[src/rtl/assert_macros.svh]
// Assertion helpers shared by the RTL. Both sample on clock and hold off
// while reset is high.
`ifndef ASSERT_MACROS_SVH
`define ASSERT_MACROS_SVH

// Same-cycle implication.
`define ASSERT_NOW(label, ante, cons, msg) \
   label: assert property (@(posedge clock) disable iff (reset) (ante) |-> (cons)) \
      else $error(msg);

// Next-cycle implication.
`define ASSERT_NEXT(label, ante, cons, msg) \
   label: assert property (@(posedge clock) disable iff (reset) (ante) |=> (cons)) \
      else $error(msg);

`endif

[src/rtl/rsms_pkg.sv]
// ----------------------------------------------------------------------------
// rsms_pkg - run/stop sequencer shared definitions
// Mode codes, register indexes and register reset values.
// ----------------------------------------------------------------------------
package rsms_pkg;

   localparam int TimeWidth  = 32;
   localparam int DelayWidth = 16;
   localparam int SpeedWidth = 16;
   localparam int CountWidth = 4;
   localparam int CsrIdxWidth = 3;
   localparam int CsrDataWidth = 16;

   typedef enum logic [2:0] {
      MODE_IDLE     = 3'd0,
      MODE_READY    = 3'd1,
      MODE_RUNNING  = 3'd2,
      MODE_STOPPING = 3'd3,
      MODE_FINISHED = 3'd4,
      MODE_FAULT    = 3'd5
   } mode_type;

   typedef enum logic [CsrIdxWidth-1:0] {
      CSR_READY_DELAY = 3'd0,
      CSR_SLOW_TIME   = 3'd1,
      CSR_HOLD_TIME   = 3'd2,
      CSR_THRESHOLD   = 3'd3,
      CSR_RUN_SPEED   = 3'd4,
      CSR_SLOW_SPEED  = 3'd5
   } csr_index_type;

   localparam logic [DelayWidth-1:0] ReadyDelayReset = 16'd1000;
   localparam logic [DelayWidth-1:0] SlowTimeReset   = 16'd700;
   localparam logic [DelayWidth-1:0] HoldTimeReset   = 16'd400;
   localparam logic [CountWidth-1:0] ThresholdReset  = 4'd2;
   // -1.66 and -0.8 in Q4.12
   localparam logic signed [SpeedWidth-1:0] RunSpeedReset  = -16'sd6799;
   localparam logic signed [SpeedWidth-1:0] SlowSpeedReset = -16'sd3277;

endpackage

[src/rtl/run_stop_mission_sequencer_top.sv]
// ----------------------------------------------------------------------------
// run_stop_mission_sequencer_top - vehicle run/stop mission sequencer
// One request per periodic task call; one response with mode, flags and the
// commanded Q4.12 speed per request.
// ----------------------------------------------------------------------------
//
//   channel | ports                       | direction | handshake
//   --------+-----------------------------+-----------+--------------------
//   request | req_now_ms .. req_clear_stop | in        | req_valid/req_ready
//   response| rsp_mode .. rsp_target_speed | out       | rsp_valid/rsp_ready
//   csr     | csr_index, csr_wdata         | in        | csr_we, no wait
//
// The response follows its request through the request register, which holds
// it until the state update writes the state registers, which double as the
// response register. A request can be taken every cycle while responses are
// taken; the single state update per cycle sets that rate.
// Reset is synchronous and returns state and CSRs to their defaults.
// A stalled response holds both stages; the request register still takes
// a request when it is empty.
module run_stop_mission_sequencer_top (
   input  logic                                   clock,
   input  logic                                   reset,
   // request channel
   input  logic                                   req_valid,
   output logic                                   req_ready,
   input  logic [rsms_pkg::TimeWidth-1:0]         req_now_ms,
   input  logic                                   req_sensor_valid,
   input  logic                                   req_start_pulse,
   input  logic                                   req_fault_pulse,
   input  logic                                   req_reset_pulse,
   input  logic                                   req_clear_stop,
   // response channel
   output logic                                   rsp_valid,
   input  logic                                   rsp_ready,
   output logic [2:0]                             rsp_mode,
   output logic                                   rsp_started,
   output logic                                   rsp_stop_requested,
   output logic signed [rsms_pkg::SpeedWidth-1:0] rsp_target_speed,
   // configuration
   input  logic                                   csr_we,
   input  logic [rsms_pkg::CsrIdxWidth-1:0]       csr_index,
   input  logic [rsms_pkg::CsrDataWidth-1:0]      csr_wdata
);
   import rsms_pkg::*;

   // ---------------------------------------------------------------- CSRs
   logic [DelayWidth-1:0]        ready_delay_ff;
   logic [DelayWidth-1:0]        slow_time_ff;
   logic [DelayWidth-1:0]        hold_time_ff;
   logic [CountWidth-1:0]        threshold_ff;
   logic signed [SpeedWidth-1:0] run_speed_ff;
   logic signed [SpeedWidth-1:0] slow_speed_ff;

   always_ff @(posedge clock) begin
      if (reset) begin
         ready_delay_ff <= ReadyDelayReset;
         slow_time_ff   <= SlowTimeReset;
         hold_time_ff   <= HoldTimeReset;
         threshold_ff   <= ThresholdReset;
         run_speed_ff   <= RunSpeedReset;
         slow_speed_ff  <= SlowSpeedReset;
      end else if (csr_we) begin
         case (csr_index)
            CSR_READY_DELAY: ready_delay_ff <= csr_wdata;
            CSR_SLOW_TIME:   slow_time_ff   <= csr_wdata;
            CSR_HOLD_TIME:   hold_time_ff   <= csr_wdata;
            CSR_THRESHOLD:   threshold_ff   <= csr_wdata[CountWidth-1:0];
            CSR_RUN_SPEED:   run_speed_ff   <= csr_wdata;
            CSR_SLOW_SPEED:  slow_speed_ff  <= csr_wdata;
            default: ;  // unmapped index: drop the write
         endcase
      end
   end

   // ---------------------------------------------------- request register
   logic                 in_valid_ff;
   logic [TimeWidth-1:0] in_now_ff;
   logic                 in_sensor_ff;
   logic                 in_start_ff;
   logic                 in_fault_ff;
   logic                 in_rst_ff;
   logic                 in_clr_ff;
   logic                 rsp_valid_ff;
   logic                 advance;

   // Advance the held request into the state when the response slot frees.
   assign advance   = in_valid_ff && (!rsp_valid_ff || rsp_ready);
   assign req_ready = !in_valid_ff || advance;

   always_ff @(posedge clock) begin
      if (reset) begin
         in_valid_ff <= 1'b0;
      end else if (req_ready) begin
         in_valid_ff <= req_valid;
      end
   end

   always_ff @(posedge clock) begin
      if (req_valid && req_ready) begin
         in_now_ff    <= req_now_ms;
         in_sensor_ff <= req_sensor_valid;
         in_start_ff  <= req_start_pulse;
         in_fault_ff  <= req_fault_pulse;
         in_rst_ff    <= req_reset_pulse;
         in_clr_ff    <= req_clear_stop;
      end
   end

   // -------------------------------------------------------- state update
   mode_type                     mode_ff, mode_in;
   logic [TimeWidth-1:0]         entry_ff, entry_in;
   logic                         started_ff, started_in;
   logic                         stop_ff, stop_in;
   logic [CountWidth-1:0]        count_ff, count_in;
   logic                         armed_ff, armed_in;
   logic signed [SpeedWidth-1:0] speed_ff, speed_in;

   // State after the reset and clear-stop pulses are applied.
   mode_type                     mode_pre;
   logic [TimeWidth-1:0]         entry_pre;
   logic                         started_pre;
   logic                         stop_pre;
   logic [CountWidth-1:0]        count_pre;
   logic                         armed_pre;
   logic signed [SpeedWidth-1:0] speed_pre;

   logic [TimeWidth-1:0]         elapsed;
   logic [DelayWidth:0]          slow_hold_sum;
   logic                         start_taken;
   logic [CountWidth-1:0]        count_hit;

   always_comb begin
      mode_pre    = in_rst_ff ? MODE_IDLE : mode_ff;
      entry_pre   = in_rst_ff ? in_now_ff : entry_ff;
      started_pre = in_rst_ff ? 1'b0 : started_ff;
      stop_pre    = (in_rst_ff || in_clr_ff) ? 1'b0 : stop_ff;
      count_pre   = in_rst_ff ? '0 : count_ff;
      armed_pre   = in_rst_ff ? 1'b0 : armed_ff;
      speed_pre   = in_rst_ff ? '0 : speed_ff;

      start_taken = in_start_ff &&
                    (mode_pre == MODE_IDLE || mode_pre == MODE_FINISHED);
      elapsed       = in_now_ff - entry_pre;
      slow_hold_sum = {1'b0, slow_time_ff} + {1'b0, hold_time_ff};

      // Saturating count of consecutive valid detections; zero on a miss.
      if (!in_sensor_ff) begin
         count_hit = '0;
      end else if (count_pre < threshold_ff) begin
         count_hit = count_pre + 1'b1;
      end else begin
         count_hit = count_pre;
      end

      mode_in    = mode_pre;
      entry_in   = entry_pre;
      started_in = started_pre;
      stop_in    = stop_pre;
      count_in   = count_pre;
      armed_in   = armed_pre;
      speed_in   = speed_pre;

      if (in_fault_ff) begin
         // Fault wins over everything, including a start in the same call.
         mode_in    = MODE_FAULT;
         entry_in   = in_now_ff;
         started_in = 1'b0;
         speed_in   = '0;
      end else begin
         case (mode_pre)
            MODE_IDLE, MODE_FINISHED: begin
               if (start_taken) begin
                  mode_in    = MODE_READY;
                  entry_in   = in_now_ff;
                  stop_in    = 1'b0;
                  started_in = 1'b0;
                  count_in   = '0;
                  armed_in   = 1'b0;
                  speed_in   = '0;
               end else if (mode_pre == MODE_FINISHED) begin
                  speed_in = '0;
               end
            end
            MODE_READY: begin
               if (elapsed >= {{(TimeWidth-DelayWidth){1'b0}}, ready_delay_ff}) begin
                  mode_in    = MODE_RUNNING;
                  entry_in   = in_now_ff;
                  count_in   = '0;
                  armed_in   = 1'b0;
                  started_in = 1'b1;
                  speed_in   = run_speed_ff;
               end
            end
            MODE_RUNNING: begin
               if (!armed_pre) begin
                  // Arm only after the line has been lost once.
                  armed_in = !in_sensor_ff;
               end else begin
                  count_in = count_hit;
                  if (count_hit >= threshold_ff) begin
                     mode_in  = MODE_STOPPING;
                     entry_in = in_now_ff;
                     stop_in  = 1'b1;
                  end
               end
            end
            MODE_STOPPING: begin
               if (elapsed < {{(TimeWidth-DelayWidth){1'b0}}, slow_time_ff}) begin
                  speed_in = slow_speed_ff;
               end else if (elapsed <
                            {{(TimeWidth-DelayWidth-1){1'b0}}, slow_hold_sum}) begin
                  speed_in = '0;
               end else begin
                  mode_in    = MODE_FINISHED;
                  entry_in   = in_now_ff;
                  started_in = 1'b0;
                  speed_in   = '0;
               end
            end
            MODE_FAULT: begin
               speed_in = '0;
            end
            default: ;
         endcase
      end
   end

   // State registers are also the response register: they only move when
   // a request advances, so a stalled response holds.
   always_ff @(posedge clock) begin
      if (reset) begin
         mode_ff      <= MODE_IDLE;
         entry_ff     <= '0;
         started_ff   <= 1'b0;
         stop_ff      <= 1'b0;
         count_ff     <= '0;
         armed_ff     <= 1'b0;
         speed_ff     <= '0;
         rsp_valid_ff <= 1'b0;
      end else begin
         if (advance) begin
            mode_ff    <= mode_in;
            entry_ff   <= entry_in;
            started_ff <= started_in;
            stop_ff    <= stop_in;
            count_ff   <= count_in;
            armed_ff   <= armed_in;
            speed_ff   <= speed_in;
         end
         if (advance) begin
            rsp_valid_ff <= 1'b1;
         end else if (rsp_ready) begin
            rsp_valid_ff <= 1'b0;
         end
      end
   end

   assign rsp_valid          = rsp_valid_ff;
   assign rsp_mode           = mode_ff;
   assign rsp_started        = started_ff;
   assign rsp_stop_requested = stop_ff;
   assign rsp_target_speed   = speed_ff;

   // ----------------------------------------------------------- assertions
   `include "assert_macros.svh"

   `ASSERT_NOW(a_fault_zero_speed, mode_ff == MODE_FAULT, speed_ff == '0 && !started_ff, "fault")
   `ASSERT_NOW(a_started_mode, started_ff, mode_ff == MODE_RUNNING || mode_ff == MODE_STOPPING, "started")
   `ASSERT_NEXT(a_held_request_kept, in_valid_ff && !advance, in_valid_ff && $stable(in_now_ff), "held")
   `ASSERT_NEXT(a_advance_gives_rsp, advance, rsp_valid_ff, "no response after advance")

endmodule
[config.mk]
export PLATFORM = sky130hd
export DESIGN_NAME = run_stop_mission_sequencer_top
export DESIGN_NICKNAME = d
export VERILOG_FILES = /design/src/rtl/rsms_pkg.sv /design/src/rtl/run_stop_mission_sequencer_top.sv
export VERILOG_INCLUDE_DIRS = /design/src /design/src/rtl
export SDC_FILE = /design/constraint.sdc
export NUM_CORES = 1
export LEC_CHECK = 0
export CAP_MARGIN = 20
export CORE_MARGIN = 4
export CORE_UTILIZATION = 45
export DETAILED_ROUTE_END_ITERATION = 8
export DONT_BUFFER_PORTS = 1
export GPL_TIMING_DRIVEN = 0
export HOLD_SLACK_MARGIN = 0.08
export PLACE_DENSITY_LB_ADDON = 0.05
export SETUP_SLACK_MARGIN = 0.4
export SYNTH_ARGS = -nofsm -noshare
export SYNTH_HDL_FRONTEND = slang
export SYNTH_SLANG_ARGS = --single-unit
export TNS_END_PERCENT = 10
[constraint.sdc]
create_clock -name clock -period 6.1 [get_ports clock]
set_input_delay 0.61 -clock clock [delete_from_list [all_inputs] [get_ports clock]]
set_output_delay 0.61 -clock clock [all_outputs]
set_load 0.01 [all_outputs]
# ---- Word-level counts from Yosys, hierarchy flattened
# Index checks and enable logic that the tools add are counted.
dict set report totals {
  ff_bits 181
  inputBits 61
}
dict set report classes {
  eq_ne 10
  mux 54
  n_addsub 3
  n_reduce_logical 20
  magnitude_cmp 5
}
# op count
set ops {}
lappend ops {{$mux W32} 8}
lappend ops {{$pmux W32 S4} 1}
lappend ops {{$mux W16} 6}
lappend ops {{$pmux W16 S4} 1}
lappend ops {{$ge A32 B16 Y1} 1}
lappend ops {{$lt A32 B16 Y1} 1}
lappend ops {{$lt A32 B17 Y1} 1}
lappend ops {{$sub A32 B32 Y32} 1}
lappend ops {{$mux W4} 7}
lappend ops {{$mux W3} 8}
lappend ops {{$mux W1} 18}
lappend ops {{$add A16 B16 Y17} 1}
lappend ops {{$eq A3 B2 Y1 const B} 4}
lappend ops {{$eq A3 B3 Y1 const B} 4}
lappend ops {{$pmux W3 S4} 1}
lappend ops {{$pmux W4 S3} 1}
lappend ops {{$reduce_and A2 Y1} 6}
lappend ops {{$eq A3 B1 Y1 const B} 2}
lappend ops {{$logic_not A3 Y1} 2}
lappend ops {{$pmux W1 S3} 2}
lappend ops {{$add A4 B1 Y4 const B} 1}
lappend ops {{$ge A4 B4 Y1} 1}
lappend ops {{$logic_or A1 B1 Y1} 4}
lappend ops {{$lt A4 B4 Y1} 1}
lappend ops {{other kinds (5)} 9}

# ---- Depth between registers and ports, before layout
dict set report logic_depth {
  depth_word 9
  ltp_mapped 26
  mapped_depth_nobuf 23
}

# ---- Worst setup path after synthesis
# No wires, ideal clock.
dict set report synth_timing {
  path_kind {register to register}
  startpoint {register in_rst_ff}
  endpoint {register entry_ff[0]}
  setup_ns 0.132
  stages_incl_launch_ff 23
  arrival_ns 4.900
  slack_ns 1.068
  path_buffers 4
  required_ns 5.968
  cell_sequence {edfxtp_1 > clkbuf_1 > clkbuf_1 > clkbuf_1 > mux2i_1 > inv_1 > fa_1 > nand2b_1 > a21oi_1 > o21ai_0 > a211oi_1 > nor2_1 > xnor2_1 > ha_1 > a21o_1 > a211oi_1 > o311ai_0 > a22oi_1 > a21oi_1 > or3_1 > buf_6 > o311ai_1 > a21oi_1}
}
dict set report synth_between {
  elab_chain_len 9
  word_cells_on_any_way 29
  cone_classes {2 x add/sub; 5 x order compare; 4 x eq/ne; 14 x mux; 4 x reduce/logical}
}
# item line
set synth_lines {}
lappend synth_lines {{start: declaration} run_stop_mission_sequencer_top.sv:81} ;# logic in_rst_ff;
lappend synth_lines {{start signal: assignment} run_stop_mission_sequencer_top.sv:104} ;# in_rst_ff <= req_reset_pulse;
lappend synth_lines {{branches (longest 7 deep; another with $sub A32 B32 Y32)} -}
lappend synth_lines {{$pmux W32 S4 (*)} run_stop_mission_sequencer_top.sv:170} ;# case (mode_pre)
lappend synth_lines {{$mux W32 (*)} run_stop_mission_sequencer_top.sv:163} ;# if (in_fault_ff) begin
lappend synth_lines {{end signal: assignment} run_stop_mission_sequencer_top.sv:243} ;# entry_ff <= entry_in;
lappend synth_lines {{end: declaration} run_stop_mission_sequencer_top.sv:111} ;# logic [TimeWidth-1:0] entry_ff, entry_in;
# Mark *: on every way between the ends.
# A chain may end at the register's enable or synchronous reset.

# ---- Final worst setup path
# Ends and elaborated chain as after synthesis.

==> metrics.md <==
| Metric | Value |
|---|---|
| Buffers on Ports | `0` |
| Die area | `28300 µm²` |
| Via count | `10100` |
| Met3 WL | `1770 µm` |
| Avg Cell Area, Syn | `8.21 µm²` |
| Status | `finished, final reports clean` |
| Yosys cell types | `69` |
| R2R setup slack | `690 ps` |
| Area growth from synthesis to layout | `10.5%` |
| Pleak | `5.13 nW` |
| Chip height | `168 µm` |
| Syn nets | `1570` |
| Later-pin clock latency in the skew report | `440 ps` |
| Core Area | `25200 µm²` |
| DRC | `0` |
| Critical Path AT | `5710 ps` |
| Layout Utilization | `0.507` |
| DR WL/cell | `18.7 µm` |
| Sequential share of the synthesized area | `0.346` |
| Post-Syn Area | `11500 µm²` |
| Ratio of cells with drive above 1 in the final layout | `0.0708` |
| Final worst path period need | `5410 ps` |
| Highest metal used | `met4` |
| FP Rows | `58` |
| Worst r2r src | `in_rst_ff` |
| Most common flop cell mapped by yosys | `dfxtp_1` |
| H-tree Lvls | `4` |
| Clock Skews | `19.3 ps` |
| Detailed Place HPWL | `25400 µm` |
| Pre-Repair DR Iteration Count | `5` |
| DR vias/cell | `5.72` |
| Synth area leaders | `dfxtp_1, ha_1, edfxtp_1` |
| Ys async rst share | `0` |
| Worst Hold Slack | `259 ps` |
| Clock root cell | `clkbuf_16` |
| Initial antenna violation count | `0` |
| Post-synthesis instance total | `1406` |
| Hold Crit Start | `req_now_ms[12]` |
| Design Area, Final | `12800 µm²` |
| Area leader, netlist | `dfxtp_1` |
| Clock Path Buffers | `2` |
| First-pass GRT wire length | `53200 µm` |
| Layout Cells excl Fill | `1771` |
| # hold bufs at CTS | `0` |
| End of the worst hold path | `in_now_ff[12]` |
| Post-DRT Antenna Nets | `0` |
| Final Max Tran Viols | `0` |
| Ys Warns | `0` |
| Met2 wire length | `13900 µm` |
| Top-area cell type share of the netlist area | `0.250` |
| CP Capture Type | `flip-flop` |
| Seq cells post-synth | `181` |
| Count of final setup violators | `0` |
| GRT Total Usage | `0.233` |
| Grt total ovfl | `0` |
| Starting Density | `0.459` |
| CTS tree | `built` |
| R2R Path End | `entry_ff[0]` |
| Final Hold Vio Count | `0` |
| Pre-CTS WS | `-717 ps` |
| Worst IR Drop VDD | `0.000182 V` |
| Clk sinks | `181` |
| DP Area | `12000 µm²` |
| RSZ-0062 raised after global routing | `no` |
| Setup ws final | `693 ps` |
| Crit share post-route | `0.886` |
| Post-Route M1 WL | `17000 µm` |
| IO Count | `84` |
| Largest net degree at the start of global routing | `38` |
| Worst setup SP type | `flip-flop` |
| Fmax | `185 MHz` |
| Worst hold stages | `0` |
| GPL Wtd Cong | `0.886` |
| Hold Crit Class | `in2reg` |
| DIE WIDTH | `168 µm` |
| Final wirelength | `33100 µm` |
| Worst-Margin Slew | `878 ps` |
| Drt initial violations | `827` |
| Reg2Reg Depth | `24` |
| CP Class | `reg2reg` |
| Antenna Cells | `0` |
| Power density over the cells | `256 nW/µm²` |
| Post-synth EDFFs | `37` |
| Slew headroom | `0.415` |
| Layout Nets | `1592` |
| CP Max Fanout | `10` |
| Max-cap violations | `0` |
| Clock Pin Slew Worst Setup and Hold Paths | `80 ps` |
| CTS Buf Count | `17` |
| Worst path required time | `6400 ps` |
| Vias in the first global route | `9525` |
| Dpl cells | `1736` |
-- stage by stage --
stage	setup TNS [ps]	power (mW)
floorplan	0	1.90
global placement	-25930	2.09
detailed placement	-27170	2.10
CTS	0	3.28
global route	0	3.46
finish	0	3.26
-- power by group --
group / internal (mW) / total, mW / switching (mW)
clock: 0.559 / 1.13 / 0.576
sequential: 1.27 / 1.30 / 0.0329
combinational: 0.313 / 0.828 / 0.515
total: 2.14 / 3.26 / 1.12
-- registers in the layout (all words and copies together) (netlist names), 3 cells and up --
name,count
slow_speed_ff,16
entry_ff,32
ready_delay_ff,16
hold_time_ff,16
in_now_ff,32
slow_time_ff,16
rsp_target_speed,16
run_speed_ff,16
count_ff,4
threshold_ff,4
rsp_mode,3
-- Yosys cell counts, drive strengths merged, types with 22 or more instances --
master / n
mux2i: 39
edfxtp: 37
nand3: 31
inv: 47
nand2: 275
xnor2: 23
ha: 101
nor2: 93
o221ai: 29
dfxtp: 144
nor3: 23
o21ai: 56
a21o: 45
o211ai: 22
clkbuf: 62
a21oi: 153
-- worst max-delay path by stage --
| stage | startpoint | endpoint | slack [ps] | depth (start not counted) |
|---|---|---|---|---|
| 2_1_floorplan | in_rst_ff | entry_ff[0] | 1070 | 22 |
| 3_3_place_gp | in_rst_ff | entry_ff[0] | -690 | 25 |
| 3_5_place_dp | in_rst_ff | entry_ff[0] | -720 | 24 |
| 4_1_cts | in_rst_ff | entry_ff[31] | 360 | 22 |
| 5_1_grt | in_rst_ff | entry_ff[0] | 370 | 24 |
| 6_report | in_rst_ff | entry_ff[0] | 690 | 24 |
-- cell families after synthesis --
| logic type | synth area share |
|---|---|
| AND/OR/NAND/NOR | 0.192 |
| AO/OA/AOI/OAI | 0.238 |
| flip-flops | 0.346 |
| buffers and inverters | 0.0436 |
| adder cells (fa/ha/maj) | 0.113 |
| XOR/XNOR | 0.0311 |
| multiplexers | 0.0358 |
-- critical path: stages, from the launching register on --
cell	delay (ps)
edfxtp_1	330
clkbuf_4	200
buf_6	180
mux2_2	370
ha_1	220
fa_1	410
nand2b_1	210
a21o_1	190
and2_1	200
o21ai_1	170
xor2_1	160
buf_4	160
ha_1	250
nand2_1	80
a21oi_1	40
a211oi_1	190
o21ai_1	150
o211ai_1	290
a21oi_1	120
a22oi_2	290
a21oi_4	140
or3_1	400
buf_6	190
o311ai_1	240
a21oi_1	90
-- area by class of cell --
cell class,count,area (µm²)
clock inverter,15,180
tap,330,413
fill,2420,12400
sequential,181,3990
multi-input combinational,1101,7190
clock buffer,17,425
timing repair buffer,3,22.5
buffer,76,354
inverter,48,180
-- routing by layer --
layer	global-route usage	vias up
li1	-	5120
met1	0.359	4711
met2	0.345	270
met3	0.0355	29
met4	0.0459	0
met5	0	-
-- placed cells by master, fill, tap and decap left out, drive strengths merged, types with 23 or more instances in the layout --
| cell | Yosys | layout |
|---|---|---|
| edfxtp | 37 | 37 |
| nand3 | 31 | 31 |
| a21o | 45 | 45 |
| clkbuf | 62 | 76 |
| o221ai | 29 | 29 |
| mux2i | 39 | 39 |
| xnor2 | 23 | 23 |
| nor3 | 23 | 23 |
| dfxtp | 144 | 144 |
| nor2 | 93 | 93 |
| o21ai | 56 | 56 |
| a21oi | 153 | 153 |
| nand2 | 275 | 275 |
| inv | 47 | 56 |
| ha | 101 | 101 |
-- repair_timing --
item | in CTS | in global routing
gates resized for setup | 22 | 30
pin swaps | 2 | 4
gates cloned | 0 | 0
setup buffers | 2 | 1
endpoints found under the setup margin | 57 | 54
Power figures use the tool's default switching activity.
